$ cat config.mk
export PLATFORM = sky130hd
export DESIGN_NAME = integer_pid_speed_control_flat
export DESIGN_NICKNAME = d
export VERILOG_FILES = /design/src/ipsc_pkg.sv /design/src/ipsc_if.sv /design/src/integer_pid_speed_control.sv /design/src/ipsc_cfg_regs.sv /design/src/ipsc_mul.sv /design/src/ipsc_div.sv /design/src/flat_wrapper.sv
export SDC_FILE = /design/constraint.sdc
export NUM_CORES = 2
export LEC_CHECK = 0
export ABC_AREA = 1
export BUFFER_PORTS_ARGS = -buffer_cell sky130_fd_sc_hd__buf_2
export CAP_MARGIN = 20
export CORE_MARGIN = 4
export CORE_UTILIZATION = 55
export DETAILED_ROUTE_END_ITERATION = 16
export PLACE_DENSITY = 0.72
export SYNTH_ARGS = -nofsm -noshare
export SYNTH_HDL_FRONTEND = slang
export SYNTH_HIERARCHICAL = 1
export SYNTH_SLANG_ARGS = --single-unit
$ cat constraint.sdc
create_clock -name clk -period 14.4 [get_ports clk]
set_clock_uncertainty 0.2 [all_clocks]
set_input_delay 0 -clock clk [delete_from_list [all_inputs] [get_ports clk]]
set_output_delay 0 -clock clk [all_outputs]
set_load 0.1 [all_outputs]
$ cat src/ipsc_pkg.sv
// shared types, constants and register codes of the integer pid speed controller
package ipsc_pkg;

    localparam int DATA_W      = 32;
    localparam int DIVISOR_W   = 31;
    localparam int OPERAND_W   = DATA_W + 1;
    localparam int PRODUCT_W   = 2 * OPERAND_W;
    localparam int ACC_W       = PRODUCT_W + 1;
    localparam int DIVIDEND_W  = PRODUCT_W;
    localparam int CFG_INDEX_W = 3;

    localparam logic [CFG_INDEX_W-1:0] REG_PROP_GAIN   = 3'd0;
    localparam logic [CFG_INDEX_W-1:0] REG_INTEG_GAIN  = 3'd1;
    localparam logic [CFG_INDEX_W-1:0] REG_DERIV_GAIN  = 3'd2;
    localparam logic [CFG_INDEX_W-1:0] REG_DIVISOR     = 3'd3;
    localparam logic [CFG_INDEX_W-1:0] REG_INTEG_LOWER = 3'd4;
    localparam logic [CFG_INDEX_W-1:0] REG_INTEG_UPPER = 3'd5;
    localparam logic [CFG_INDEX_W-1:0] REG_OUT_LOWER   = 3'd6;
    localparam logic [CFG_INDEX_W-1:0] REG_OUT_UPPER   = 3'd7;

    localparam logic signed [DATA_W-1:0]    RST_PROP_GAIN   = 32'sd1;
    localparam logic signed [DATA_W-1:0]    RST_INTEG_GAIN  = 32'sd0;
    localparam logic signed [DATA_W-1:0]    RST_DERIV_GAIN  = 32'sd0;
    localparam logic        [DIVISOR_W-1:0] RST_DIVISOR     = 31'd1;
    localparam logic signed [DATA_W-1:0]    RST_INTEG_LOWER = 32'sh8000_0000;
    localparam logic signed [DATA_W-1:0]    RST_INTEG_UPPER = 32'sh7fff_ffff;
    localparam logic signed [DATA_W-1:0]    RST_OUT_LOWER   = -32'sd10000;
    localparam logic signed [DATA_W-1:0]    RST_OUT_UPPER   = 32'sd10000;

    localparam logic [0:0] OP_UPDATE = 1'b0;
    localparam logic [0:0] OP_CLEAR  = 1'b1;

    typedef struct packed {
        logic signed [DATA_W-1:0]    prop_gain;
        logic signed [DATA_W-1:0]    integ_gain;
        logic signed [DATA_W-1:0]    deriv_gain;
        logic        [DIVISOR_W-1:0] divisor;
        logic signed [DATA_W-1:0]    integ_min;
        logic signed [DATA_W-1:0]    integ_max;
        logic signed [DATA_W-1:0]    out_min;
        logic signed [DATA_W-1:0]    out_max;
    } cfg_t;

    typedef enum logic [3:0] {
        ST_IDLE,
        ST_ERROR,
        ST_INTEG,
        ST_MUL_PROP,
        ST_MUL_INTEG,
        ST_MUL_DERIV,
        ST_MUL_SUM,
        ST_DIV_START,
        ST_DIV_WAIT,
        ST_FINISH
    } state_t;

    typedef enum logic [1:0] {
        MUL_PROP,
        MUL_INTEG,
        MUL_DERIV
    } mul_sel_t;

    typedef struct packed {
        logic     in_ready;
        logic     take_error;
        logic     take_integ;
        mul_sel_t mul_sel;
        logic     acc_clear;
        logic     acc_add;
        logic     div_start;
        logic     out_load;
    } ctrl_t;

    typedef struct packed {
        logic done;
    } div_status_t;

endpackage

$ cat src/ipsc_if.sv
// request and result channel interfaces
interface ipsc_sample_if;
    import ipsc_pkg::*;
    logic                     valid;
    logic                     ready;
    logic                     operation;
    logic signed [DATA_W-1:0] target_speed;
    logic signed [DATA_W-1:0] measured_speed;

    modport source (output valid, output operation, output target_speed,
                    output measured_speed, input ready);
    modport sink   (input valid, input operation, input target_speed,
                    input measured_speed, output ready);
endinterface

interface ipsc_result_if;
    import ipsc_pkg::*;
    logic                     valid;
    logic                     ready;
    logic signed [DATA_W-1:0] echo_target;
    logic signed [DATA_W-1:0] echo_measured;
    logic signed [DATA_W-1:0] error_value;
    logic signed [DATA_W-1:0] integral_value;
    logic signed [DATA_W-1:0] drive_output;

    modport source (output valid, output echo_target, output echo_measured,
                    output error_value, output integral_value, output drive_output,
                    input ready);
    modport sink   (input valid, input echo_target, input echo_measured,
                    input error_value, input integral_value, input drive_output,
                    output ready);
endinterface

$ cat src/integer_pid_speed_control.sv
// top level: sequencer and datapath of the integer pid speed controller
//
// Requests arrive on the sample channel (valid/ready). An update request forms
// the saturated error, the clamped integral and the derivative, runs three
// products through one shared multiplier into a wide accumulator, then divides
// the magnitude by the configured divisor in a serial divider, one bit a cycle.
// A result leaves on the result channel after the 66-step divider finishes and
// the result register is free; a new update request is taken only once the
// previous update is done. A clear request zeroes integral and previous error
// and gives no result. Ready is high only while the sequencer is idle.
// The result register holds its item until the receiver takes it; a new
// request is accepted meanwhile, and a finished update waits in its last step
// while that register is still full. Configuration is written through
// cfg_we/cfg_index/cfg_wdata, by the user only while the block is idle; the
// block itself does not enforce this. Reset clears the state, the sequencer
// and result valid, and loads the register defaults.
module integer_pid_speed_control
    import ipsc_pkg::*;
(
    input  logic                   clk,
    input  logic                   rst_n,
    ipsc_sample_if.sink            sample,
    ipsc_result_if.source          result,
    input  logic                   cfg_we,
    input  logic [CFG_INDEX_W-1:0] cfg_index,
    input  logic [DATA_W-1:0]      cfg_wdata
);

    cfg_t        cfg;
    ctrl_t       ctrl;
    div_status_t div_stat;
    state_t      state_reg, state_next;

    logic signed [DATA_W-1:0]    target_reg, measured_reg;
    logic signed [DATA_W-1:0]    error_reg, integ_reg, last_reg;
    logic signed [OPERAND_W-1:0] deriv_reg;
    logic signed [ACC_W-1:0]     acc_reg;
    logic signed [OPERAND_W-1:0] op_a, op_b;
    logic signed [PRODUCT_W-1:0] product;
    logic [DIVIDEND_W-1:0]       quotient;
    logic [DIVIDEND_W-1:0]       acc_mag;

    logic                        out_valid_reg;
    logic signed [DATA_W-1:0]    out_target_reg, out_measured_reg, out_error_reg;
    logic signed [DATA_W-1:0]    out_integ_reg, out_drive_reg;

    logic                        accept;
    logic                        out_free;
    logic signed [OPERAND_W-1:0] diff;
    logic signed [DATA_W-1:0]    error_next;
    logic signed [OPERAND_W-1:0] integ_sum;
    logic signed [DATA_W-1:0]    integ_next;
    logic                        q_over;
    logic [DATA_W:0]             q_mag;
    logic signed [DATA_W+1:0]    drive_wide;
    logic signed [DATA_W-1:0]    drive_next;

    ipsc_cfg_regs u_cfg (
        .clk       (clk),
        .rst_n     (rst_n),
        .cfg_we    (cfg_we),
        .cfg_index (cfg_index),
        .cfg_wdata (cfg_wdata),
        .cfg       (cfg)
    );

    ipsc_mul u_mul (
        .clk         (clk),
        .op_a        (op_a),
        .op_b        (op_b),
        .product_reg (product)
    );

    ipsc_div u_div (
        .clk      (clk),
        .rst_n    (rst_n),
        .start    (ctrl.div_start),
        .dividend (acc_mag),
        .divisor  (cfg.divisor),
        .status   (div_stat),
        .quotient (quotient)
    );

    assign accept   = sample.valid && ctrl.in_ready;
    assign out_free = !out_valid_reg || result.ready;

    // next state
    always_comb
    begin
        state_next = state_reg;
        case (state_reg)
            ST_IDLE:
            begin
                if (sample.valid && sample.operation == OP_UPDATE)
                begin
                    state_next = ST_ERROR;
                end
            end
            ST_ERROR:     state_next = ST_INTEG;
            ST_INTEG:     state_next = ST_MUL_PROP;
            ST_MUL_PROP:  state_next = ST_MUL_INTEG;
            ST_MUL_INTEG: state_next = ST_MUL_DERIV;
            ST_MUL_DERIV: state_next = ST_MUL_SUM;
            ST_MUL_SUM:   state_next = ST_DIV_START;
            ST_DIV_START: state_next = ST_DIV_WAIT;
            ST_DIV_WAIT:
            begin
                if (div_stat.done)
                begin
                    state_next = ST_FINISH;
                end
            end
            ST_FINISH:
            begin
                if (out_free)
                begin
                    state_next = ST_IDLE;
                end
            end
            default:      state_next = ST_IDLE;
        endcase
    end

    // sequencer outputs
    always_comb
    begin
        ctrl = '{in_ready: 1'b0, take_error: 1'b0, take_integ: 1'b0, mul_sel: MUL_PROP,
                 acc_clear: 1'b0, acc_add: 1'b0, div_start: 1'b0, out_load: 1'b0};
        case (state_reg)
            ST_IDLE:      ctrl.in_ready   = 1'b1;
            ST_ERROR:     ctrl.take_error = 1'b1;
            ST_INTEG:     ctrl.take_integ = 1'b1;
            ST_MUL_PROP:
            begin
                ctrl.mul_sel   = MUL_PROP;
                ctrl.acc_clear = 1'b1;
            end
            ST_MUL_INTEG:
            begin
                ctrl.mul_sel = MUL_INTEG;
                ctrl.acc_add = 1'b1;
            end
            ST_MUL_DERIV:
            begin
                ctrl.mul_sel = MUL_DERIV;
                ctrl.acc_add = 1'b1;
            end
            ST_MUL_SUM:   ctrl.acc_add   = 1'b1;
            ST_DIV_START: ctrl.div_start = 1'b1;
            ST_DIV_WAIT:  ;
            ST_FINISH:    ctrl.out_load  = out_free;
            default:      ;
        endcase
    end

    always_ff @(posedge clk or negedge rst_n)
    begin
        if (!rst_n)
        begin
            state_reg <= ST_IDLE;
        end
        else
        begin
            state_reg <= state_next;
        end
    end

    // error, saturated to 32 bits
    assign diff       = {target_reg[DATA_W-1], target_reg}
                      - {measured_reg[DATA_W-1], measured_reg};
    assign error_next = (diff[DATA_W] != diff[DATA_W-1])
                      ? {diff[DATA_W], {(DATA_W-1){~diff[DATA_W]}}}
                      : diff[DATA_W-1:0];

    // integral with clamp
    assign integ_sum = {integ_reg[DATA_W-1], integ_reg} + {error_reg[DATA_W-1], error_reg};

    always_comb
    begin
        if (integ_sum < $signed({cfg.integ_min[DATA_W-1], cfg.integ_min}))
        begin
            integ_next = cfg.integ_min;
        end
        else if (integ_sum > $signed({cfg.integ_max[DATA_W-1], cfg.integ_max}))
        begin
            integ_next = cfg.integ_max;
        end
        else
        begin
            integ_next = integ_sum[DATA_W-1:0];
        end
    end

    always_ff @(posedge clk or negedge rst_n)
    begin
        if (!rst_n)
        begin
            integ_reg <= '0;
            last_reg  <= '0;
        end
        else if (accept && sample.operation == OP_CLEAR)
        begin
            integ_reg <= '0;
            last_reg  <= '0;
        end
        else if (ctrl.take_integ)
        begin
            integ_reg <= integ_next;
            last_reg  <= error_reg;
        end
    end

    always_ff @(posedge clk)
    begin
        if (accept)
        begin
            target_reg   <= sample.target_speed;
            measured_reg <= sample.measured_speed;
        end
        if (ctrl.take_error)
        begin
            error_reg <= error_next;
        end
        if (ctrl.take_integ)
        begin
            deriv_reg <= {error_reg[DATA_W-1], error_reg} - {last_reg[DATA_W-1], last_reg};
        end
    end

    // operand select for the shared multiplier
    always_comb
    begin
        case (ctrl.mul_sel)
            MUL_PROP:
            begin
                op_a = {cfg.prop_gain[DATA_W-1], cfg.prop_gain};
                op_b = {error_reg[DATA_W-1], error_reg};
            end
            MUL_INTEG:
            begin
                op_a = {cfg.integ_gain[DATA_W-1], cfg.integ_gain};
                op_b = {integ_reg[DATA_W-1], integ_reg};
            end
            MUL_DERIV:
            begin
                op_a = {cfg.deriv_gain[DATA_W-1], cfg.deriv_gain};
                op_b = deriv_reg;
            end
            default:
            begin
                op_a = '0;
                op_b = '0;
            end
        endcase
    end

    always_ff @(posedge clk)
    begin
        if (ctrl.acc_clear)
        begin
            acc_reg <= '0;
        end
        else if (ctrl.acc_add)
        begin
            acc_reg <= acc_reg + {product[PRODUCT_W-1], product};
        end
    end

    assign acc_mag = acc_reg[ACC_W-1] ? DIVIDEND_W'(~acc_reg + ACC_W'(1))
                                      : acc_reg[DIVIDEND_W-1:0];

    // signed quotient, saturated past 32 bits, then output clamp
    assign q_over     = |quotient[DIVIDEND_W-1:DATA_W];
    assign q_mag      = q_over ? {1'b1, {DATA_W{1'b0}}} : {1'b0, quotient[DATA_W-1:0]};
    assign drive_wide = acc_reg[ACC_W-1] ? -$signed({1'b0, q_mag}) : $signed({1'b0, q_mag});

    always_comb
    begin
        if (drive_wide < $signed({{2{cfg.out_min[DATA_W-1]}}, cfg.out_min}))
        begin
            drive_next = cfg.out_min;
        end
        else if (drive_wide > $signed({{2{cfg.out_max[DATA_W-1]}}, cfg.out_max}))
        begin
            drive_next = cfg.out_max;
        end
        else
        begin
            drive_next = drive_wide[DATA_W-1:0];
        end
    end

    // result register
    always_ff @(posedge clk or negedge rst_n)
    begin
        if (!rst_n)
        begin
            out_valid_reg <= 1'b0;
        end
        else if (ctrl.out_load)
        begin
            out_valid_reg <= 1'b1;
        end
        else if (result.ready)
        begin
            out_valid_reg <= 1'b0;
        end
    end

    always_ff @(posedge clk)
    begin
        if (ctrl.out_load)
        begin
            out_target_reg   <= target_reg;
            out_measured_reg <= measured_reg;
            out_error_reg    <= error_reg;
            out_integ_reg    <= integ_reg;
            out_drive_reg    <= drive_next;
        end
    end

    assign sample.ready          = ctrl.in_ready;
    assign result.valid          = out_valid_reg;
    assign result.echo_target    = out_target_reg;
    assign result.echo_measured  = out_measured_reg;
    assign result.error_value    = out_error_reg;
    assign result.integral_value = out_integ_reg;
    assign result.drive_output   = out_drive_reg;

endmodule

$ cat src/ipsc_cfg_regs.sv
// configuration register file with bound ordering
module ipsc_cfg_regs
    import ipsc_pkg::*;
(
    input  logic                   clk,
    input  logic                   rst_n,
    input  logic                   cfg_we,
    input  logic [CFG_INDEX_W-1:0] cfg_index,
    input  logic [DATA_W-1:0]      cfg_wdata,
    output cfg_t                   cfg
);

    logic signed [DATA_W-1:0]    prop_reg;
    logic signed [DATA_W-1:0]    integ_reg;
    logic signed [DATA_W-1:0]    deriv_reg;
    logic        [DIVISOR_W-1:0] div_reg;
    logic signed [DATA_W-1:0]    ilo_reg;
    logic signed [DATA_W-1:0]    ihi_reg;
    logic signed [DATA_W-1:0]    olo_reg;
    logic signed [DATA_W-1:0]    ohi_reg;
    logic        [DIVISOR_W-1:0] div_wdata;

    assign div_wdata = (cfg_wdata[DIVISOR_W-1:0] == '0) ? DIVISOR_W'(1)
                                                       : cfg_wdata[DIVISOR_W-1:0];

    always_ff @(posedge clk or negedge rst_n)
    begin
        if (!rst_n)
        begin
            prop_reg  <= RST_PROP_GAIN;
            integ_reg <= RST_INTEG_GAIN;
            deriv_reg <= RST_DERIV_GAIN;
            div_reg   <= RST_DIVISOR;
            ilo_reg   <= RST_INTEG_LOWER;
            ihi_reg   <= RST_INTEG_UPPER;
            olo_reg   <= RST_OUT_LOWER;
            ohi_reg   <= RST_OUT_UPPER;
        end
        else if (cfg_we)
        begin
            case (cfg_index)
                REG_PROP_GAIN:   prop_reg  <= cfg_wdata;
                REG_INTEG_GAIN:  integ_reg <= cfg_wdata;
                REG_DERIV_GAIN:  deriv_reg <= cfg_wdata;
                REG_DIVISOR:     div_reg   <= div_wdata;
                REG_INTEG_LOWER: ilo_reg   <= cfg_wdata;
                REG_INTEG_UPPER: ihi_reg   <= cfg_wdata;
                REG_OUT_LOWER:   olo_reg   <= cfg_wdata;
                REG_OUT_UPPER:   ohi_reg   <= cfg_wdata;
                default:         ;
            endcase
        end
    end

    // swapped bounds behave as ordered
    always_comb
    begin
        cfg.prop_gain  = prop_reg;
        cfg.integ_gain = integ_reg;
        cfg.deriv_gain = deriv_reg;
        cfg.divisor    = div_reg;
        cfg.integ_min  = (ilo_reg < ihi_reg) ? ilo_reg : ihi_reg;
        cfg.integ_max  = (ilo_reg < ihi_reg) ? ihi_reg : ilo_reg;
        cfg.out_min    = (olo_reg < ohi_reg) ? olo_reg : ohi_reg;
        cfg.out_max    = (olo_reg < ohi_reg) ? ohi_reg : olo_reg;
    end

endmodule

$ cat src/ipsc_mul.sv
// shared signed multiplier with registered product
module ipsc_mul
    import ipsc_pkg::*;
(
    input  logic                        clk,
    input  logic signed [OPERAND_W-1:0] op_a,
    input  logic signed [OPERAND_W-1:0] op_b,
    output logic signed [PRODUCT_W-1:0] product_reg
);

    logic signed [PRODUCT_W-1:0] product_next;

    assign product_next = op_a * op_b;

    always_ff @(posedge clk)
    begin
        product_reg <= product_next;
    end

endmodule

$ cat src/ipsc_div.sv
// serial restoring divider, one quotient bit per cycle
module ipsc_div
    import ipsc_pkg::*;
(
    input  logic                  clk,
    input  logic                  rst_n,
    input  logic                  start,
    input  logic [DIVIDEND_W-1:0] dividend,
    input  logic [DIVISOR_W-1:0]  divisor,
    output div_status_t           status,
    output logic [DIVIDEND_W-1:0] quotient
);

    localparam int CNT_W = $clog2(DIVIDEND_W);

    logic [DIVIDEND_W-1:0] quo_reg, quo_next;
    logic [DIVISOR_W-1:0]  rem_reg, rem_next;
    logic [CNT_W-1:0]      cnt_reg, cnt_next;
    logic                  busy_reg, busy_next;
    logic                  done_reg, done_next;
    logic [DIVISOR_W:0]    rem_shift;
    logic [DIVISOR_W:0]    rem_diff;
    logic                  fits;

    assign rem_shift = {rem_reg, quo_reg[DIVIDEND_W-1]};
    assign rem_diff  = rem_shift - {1'b0, divisor};
    assign fits      = rem_shift >= {1'b0, divisor};

    always_comb
    begin
        quo_next  = quo_reg;
        rem_next  = rem_reg;
        cnt_next  = cnt_reg;
        busy_next = busy_reg;
        done_next = 1'b0;
        if (start)
        begin
            quo_next  = dividend;
            rem_next  = '0;
            cnt_next  = CNT_W'(DIVIDEND_W - 1);
            busy_next = 1'b1;
        end
        else if (busy_reg)
        begin
            quo_next = {quo_reg[DIVIDEND_W-2:0], fits};
            rem_next = fits ? rem_diff[DIVISOR_W-1:0] : rem_shift[DIVISOR_W-1:0];
            cnt_next = cnt_reg - CNT_W'(1);
            if (cnt_reg == '0)
            begin
                busy_next = 1'b0;
                done_next = 1'b1;
            end
        end
    end

    always_ff @(posedge clk or negedge rst_n)
    begin
        if (!rst_n)
        begin
            cnt_reg  <= '0;
            busy_reg <= 1'b0;
            done_reg <= 1'b0;
        end
        else
        begin
            cnt_reg  <= cnt_next;
            busy_reg <= busy_next;
            done_reg <= done_next;
        end
    end

    always_ff @(posedge clk)
    begin
        quo_reg <= quo_next;
        rem_reg <= rem_next;
    end

    assign status.done = done_reg;
    assign quotient    = quo_reg;

endmodule

$ cat src/flat_wrapper.sv
// flat-port wrapper written by rule: the top's interface ports become plain ports
module integer_pid_speed_control_flat import ipsc_pkg::*;
  (clk, rst_n, cfg_we, cfg_index, cfg_wdata, sample_valid, sample_operation, sample_target_speed, sample_measured_speed, sample_ready, result_valid, result_echo_target, result_echo_measured, result_error_value, result_integral_value, result_drive_output, result_ready);
  ipsc_sample_if sample_i ();
  ipsc_result_if result_i ();
  input  logic clk;
  input  logic rst_n;
  input  logic cfg_we;
  input  logic [CFG_INDEX_W-1:0] cfg_index;
  input  logic [DATA_W-1:0] cfg_wdata;
  input wire logic [$bits(sample_i.valid)-1:0] sample_valid;
  input wire logic [$bits(sample_i.operation)-1:0] sample_operation;
  input wire logic [$bits(sample_i.target_speed)-1:0] sample_target_speed;
  input wire logic [$bits(sample_i.measured_speed)-1:0] sample_measured_speed;
  output wire logic [$bits(sample_i.ready)-1:0] sample_ready;
  output wire logic [$bits(result_i.valid)-1:0] result_valid;
  output wire logic [$bits(result_i.echo_target)-1:0] result_echo_target;
  output wire logic [$bits(result_i.echo_measured)-1:0] result_echo_measured;
  output wire logic [$bits(result_i.error_value)-1:0] result_error_value;
  output wire logic [$bits(result_i.integral_value)-1:0] result_integral_value;
  output wire logic [$bits(result_i.drive_output)-1:0] result_drive_output;
  input wire logic [$bits(result_i.ready)-1:0] result_ready;
  assign sample_i.valid = sample_valid;
  assign sample_i.operation = sample_operation;
  assign sample_i.target_speed = sample_target_speed;
  assign sample_i.measured_speed = sample_measured_speed;
  assign sample_ready = sample_i.ready;
  assign result_valid = result_i.valid;
  assign result_echo_target = result_i.echo_target;
  assign result_echo_measured = result_i.echo_measured;
  assign result_error_value = result_i.error_value;
  assign result_integral_value = result_i.integral_value;
  assign result_drive_output = result_i.drive_output;
  assign result_i.ready = result_ready;
  integer_pid_speed_control u_core (.clk(clk), .rst_n(rst_n), .sample(sample_i), .result(result_i), .cfg_we(cfg_we), .cfg_index(cfg_index), .cfg_wdata(cfg_wdata));
endmodule
==> flow_summary.json <==
{
  "ys_warn_count": 6,
  "r2r_cells": 30,
  "startpoint": "u_core/state_reg[2]",
  "start_util": 0.555,
  "hp-start": "cfg_index[2]",
  "syn_to_final_growth_pct": 9.99,
  "max_stage_delay_ns": 1.27,
  "cp-start-kind": "flip-flop",
  "die-area_um2": 183000,
  "synthArstFlopShare": 0.391,
  "path_max_fanout": 66,
  "final_nets": 14800,
  "timing.slew.headroom": 0.281,
  "clk_latency_ns": 0.75,
  "synth_seq_area_share": 0.231,
  "slew_viol_final": 0,
  "vias_per_cell": 5.49,
  "holdPathEnd": "u_core/u_cfg/prop_reg[5]",
  "die_h_um": 427,
  "numCtsBuffers": 98,
  "synth_top_area_share": 0.238,
  "detail_route.wl_per_cell_um": 20.4,
  "synth_ff_type": "edfxtp_1",
  "critPathKind": "flip-flop to flip-flop",
  "synth-edff-count": 355,
  "die_x_um": 427,
  "max_slew.worst_pin.slew_ns": 1.08,
  "syn_avg_cell_area_um2": 7.63,
  "crit_required_ns": 14.83,
  "drive_gt1_frac": 0.0613,
  "clock_path_buffers": 3,
  "root_buffer": "clkbuf_16",
  "grt_start_max_net_pins": 82,
  "rsz0062_at_grt": "false",
  "period_share": 0.730,
  "vias": 84400,
  "synth_cell_types": 73,
  "ys_seq_elements": 852,
  "cts_max_level": 3,
  "r2r_setup_slack_ns": 3.89,
  "r2r_end": "u_core/u_mul/product_reg[63]",
  "syn_nets": 14500,
  "cts_tree": "done",
  "track_usage": 0.346,
  "ant_nets": 0,
  "period_needed_ns": 10.51,
  "antenna_found_initial": 7,
  "netlist_area_um2": 96700,
  "cpMostUsedCell": "fa_1",
  "status": "completed",
  "port_buffers": 266,
  "firstDrtPassIters": 7,
  "whs_path_depth": 5,
  "syn_inst": 12700,
  "max_freq_mhz": 95.2,
  "synth.top_cells.by_area": "fa_1, nand2_1, edfxtp_1, inv_1, ha_1",
  "slowest_stage": "fa_1",
  "cts_sinks": 852,
  "cp_data_arrival_time_ns": 10.94,
  "placed_cell_area_um2": 99800,
  "drt-total-wl_um": 314000,
  "grt_overflow": 0,
  "maxCapViolations": 0,
  "io_pins": 267,
  "row_count": 153,
  "drc": 0,
  "ctsResizeCount": 0,
  "hp-class": "input pin to flip-flop",
  "grt_pass1_wl_um": 490000,
  "fin_tns_setup_ns": 0,
  "end_kind": "flip-flop",
  "largest_register_ffs": 67,
  "rr_startpoint": "u_core/state_reg[2]",
  "final_cell_area_um2": 106000,
  "setup_viol": 0,
  "dp_hpwl_um": 241000,
  "finalHoldViolations": 0,
  "synth_top_area_cell": "fa_1",
  "first_global_vias": 85800,
  "path_clk_slew_ns": 0.06,
  "drt_iter0_markers": 7679,
  "core_um2": 174000,
  "gp_congestion": 0.977
}
==> metal layers <==
layer	GRT usage	vias up	share of wire
li1	-	39200	-
met1	0.485	41000	0.43
met2	0.547	3666	0.45
met3	0.0633	539	0.092
met4	0.112	2	0.035
met5	0	-	0.000038
==> final cells by class <==
class                   count  area (µm²)
multi-input cells        8560       62000
diodes                      6        15.0
inverters                2771       10400
clock buffers             130        2760
flip-flops and latches    852       22400
clock inverters            56         807
repair buffers            661        5190
well taps                2325        2910
fillers                 15700       68000
==> per-stage QoR <==
step                      hold WS [ns]  worst slack [ns]  std cells   util
after CTS                       0.0960              4.00      15300  0.609
after global placement          -0.101              4.20      14900  0.572
after global routing             0.120              3.31      15400  0.610
after floorplan                 -0.496              5.92      12700      -
after detailed placement       -0.0891              4.04      14900  0.573
final                            0.100              3.89      15400  0.610
==> what timing repair did <==
action / in CTS / in global routing
setup buffers: 0 / 0
hold buffers: 273 / 0
endpoints found under the hold margin: 496 / 0
endpoints found under the setup margin: 0 / 0
==> synth_stat cells (9+ instances only) <==
| master | number |
|---|---|
| o41ai_1 | 9 |
| clkbuf_1 | 407 |
| buf_1 | 10 |
| o21ai_2 | 10 |
| nor4_1 | 42 |
| o211ai_1 | 16 |
| o21a_1 | 24 |
| dfstp_2 | 63 |
| a21o_1 | 36 |
| inv_1 | 2757 |
| a21oi_2 | 12 |
| buf_4 | 17 |
| nand2_2 | 39 |
| nand3_1 | 739 |
| dfxtp_1 | 164 |
| xnor2_1 | 66 |
| a31oi_1 | 29 |
| nand2_1 | 3422 |
| edfxtp_1 | 355 |
| a21oi_1 | 466 |
| fa_1 | 1150 |
| a21boi_0 | 17 |
| buf_2 | 40 |
| buf_6 | 18 |
| dfrtp_1 | 270 |
| o21ai_0 | 574 |
| nand4_1 | 86 |
| nand3_2 | 23 |
| nor2_1 | 671 |
| o21bai_1 | 42 |
| o21ai_1 | 77 |
| nand3b_1 | 22 |
| xor2_1 | 194 |
| nor2_2 | 21 |
| nor3_1 | 79 |
| inv_2 | 12 |
| ha_1 | 608 |
==> logic make-up after synthesis <==
| logic type | Yosys count | synth area share |
|---|---|---|
| buffers and inverters | 3265 | 0.130 |
| AND/OR/NAND/NOR | 5194 | 0.222 |
| AO/OA/AOI/OAI | 1345 | 0.0761 |
| flip-flops | 852 | 0.231 |
| adder cells (fa/ha/maj) | 1758 | 0.317 |
| XOR/XNOR | 263 | 0.0242 |
==> worst max-delay path: cells and delay by family (launching register included) <==
family | cells | cell delay [ns]
DFF | 1 | 0.38
buffers and inverters | 7 | 1.61
AOI/OAI and AO/OA | 4 | 1.05
adders and majority gates | 9 | 5.43
and+or+nand+nor | 10 | 1.67
==> layout by cell type (no fill, tap or decap), drive strengths merged, types with 86 or more instances in the layout <==
| cell type | synthesis | layout |
|---|---|---|
| o21ai | 661 | 661 |
| nor3 | 87 | 87 |
| xor2 | 195 | 195 |
| ha | 608 | 608 |
| nand3 | 762 | 762 |
| dfxtp | 164 | 164 |
| edfxtp | 355 | 355 |
| dlygate4sd3 | 0 | 272 |
| a21oi | 479 | 479 |
| fa | 1150 | 1150 |
| dfrtp | 270 | 270 |
| nand2 | 3468 | 3468 |
| nor2 | 702 | 702 |
| nand4 | 86 | 86 |
| clkbuf | 407 | 130 |
| buf | 87 | 389 |
| inv | 2770 | 2776 |
==> worst max path at each step <==
stage,to
3_3_place_gp,u_core/u_mul/product_reg[63]
3_5_place_dp,u_core/u_mul/product_reg[63]
5_1_grt,u_core/u_mul/product_reg[56]
4_1_cts,u_core/u_mul/product_reg[63]
2_1_floorplan,u_core/u_mul/product_reg[63]
6_report,u_core/u_mul/product_reg[63]
Power is not shown: default switching activity piles up to over one toggle a cycle in this logic, so the estimate is an artifact.
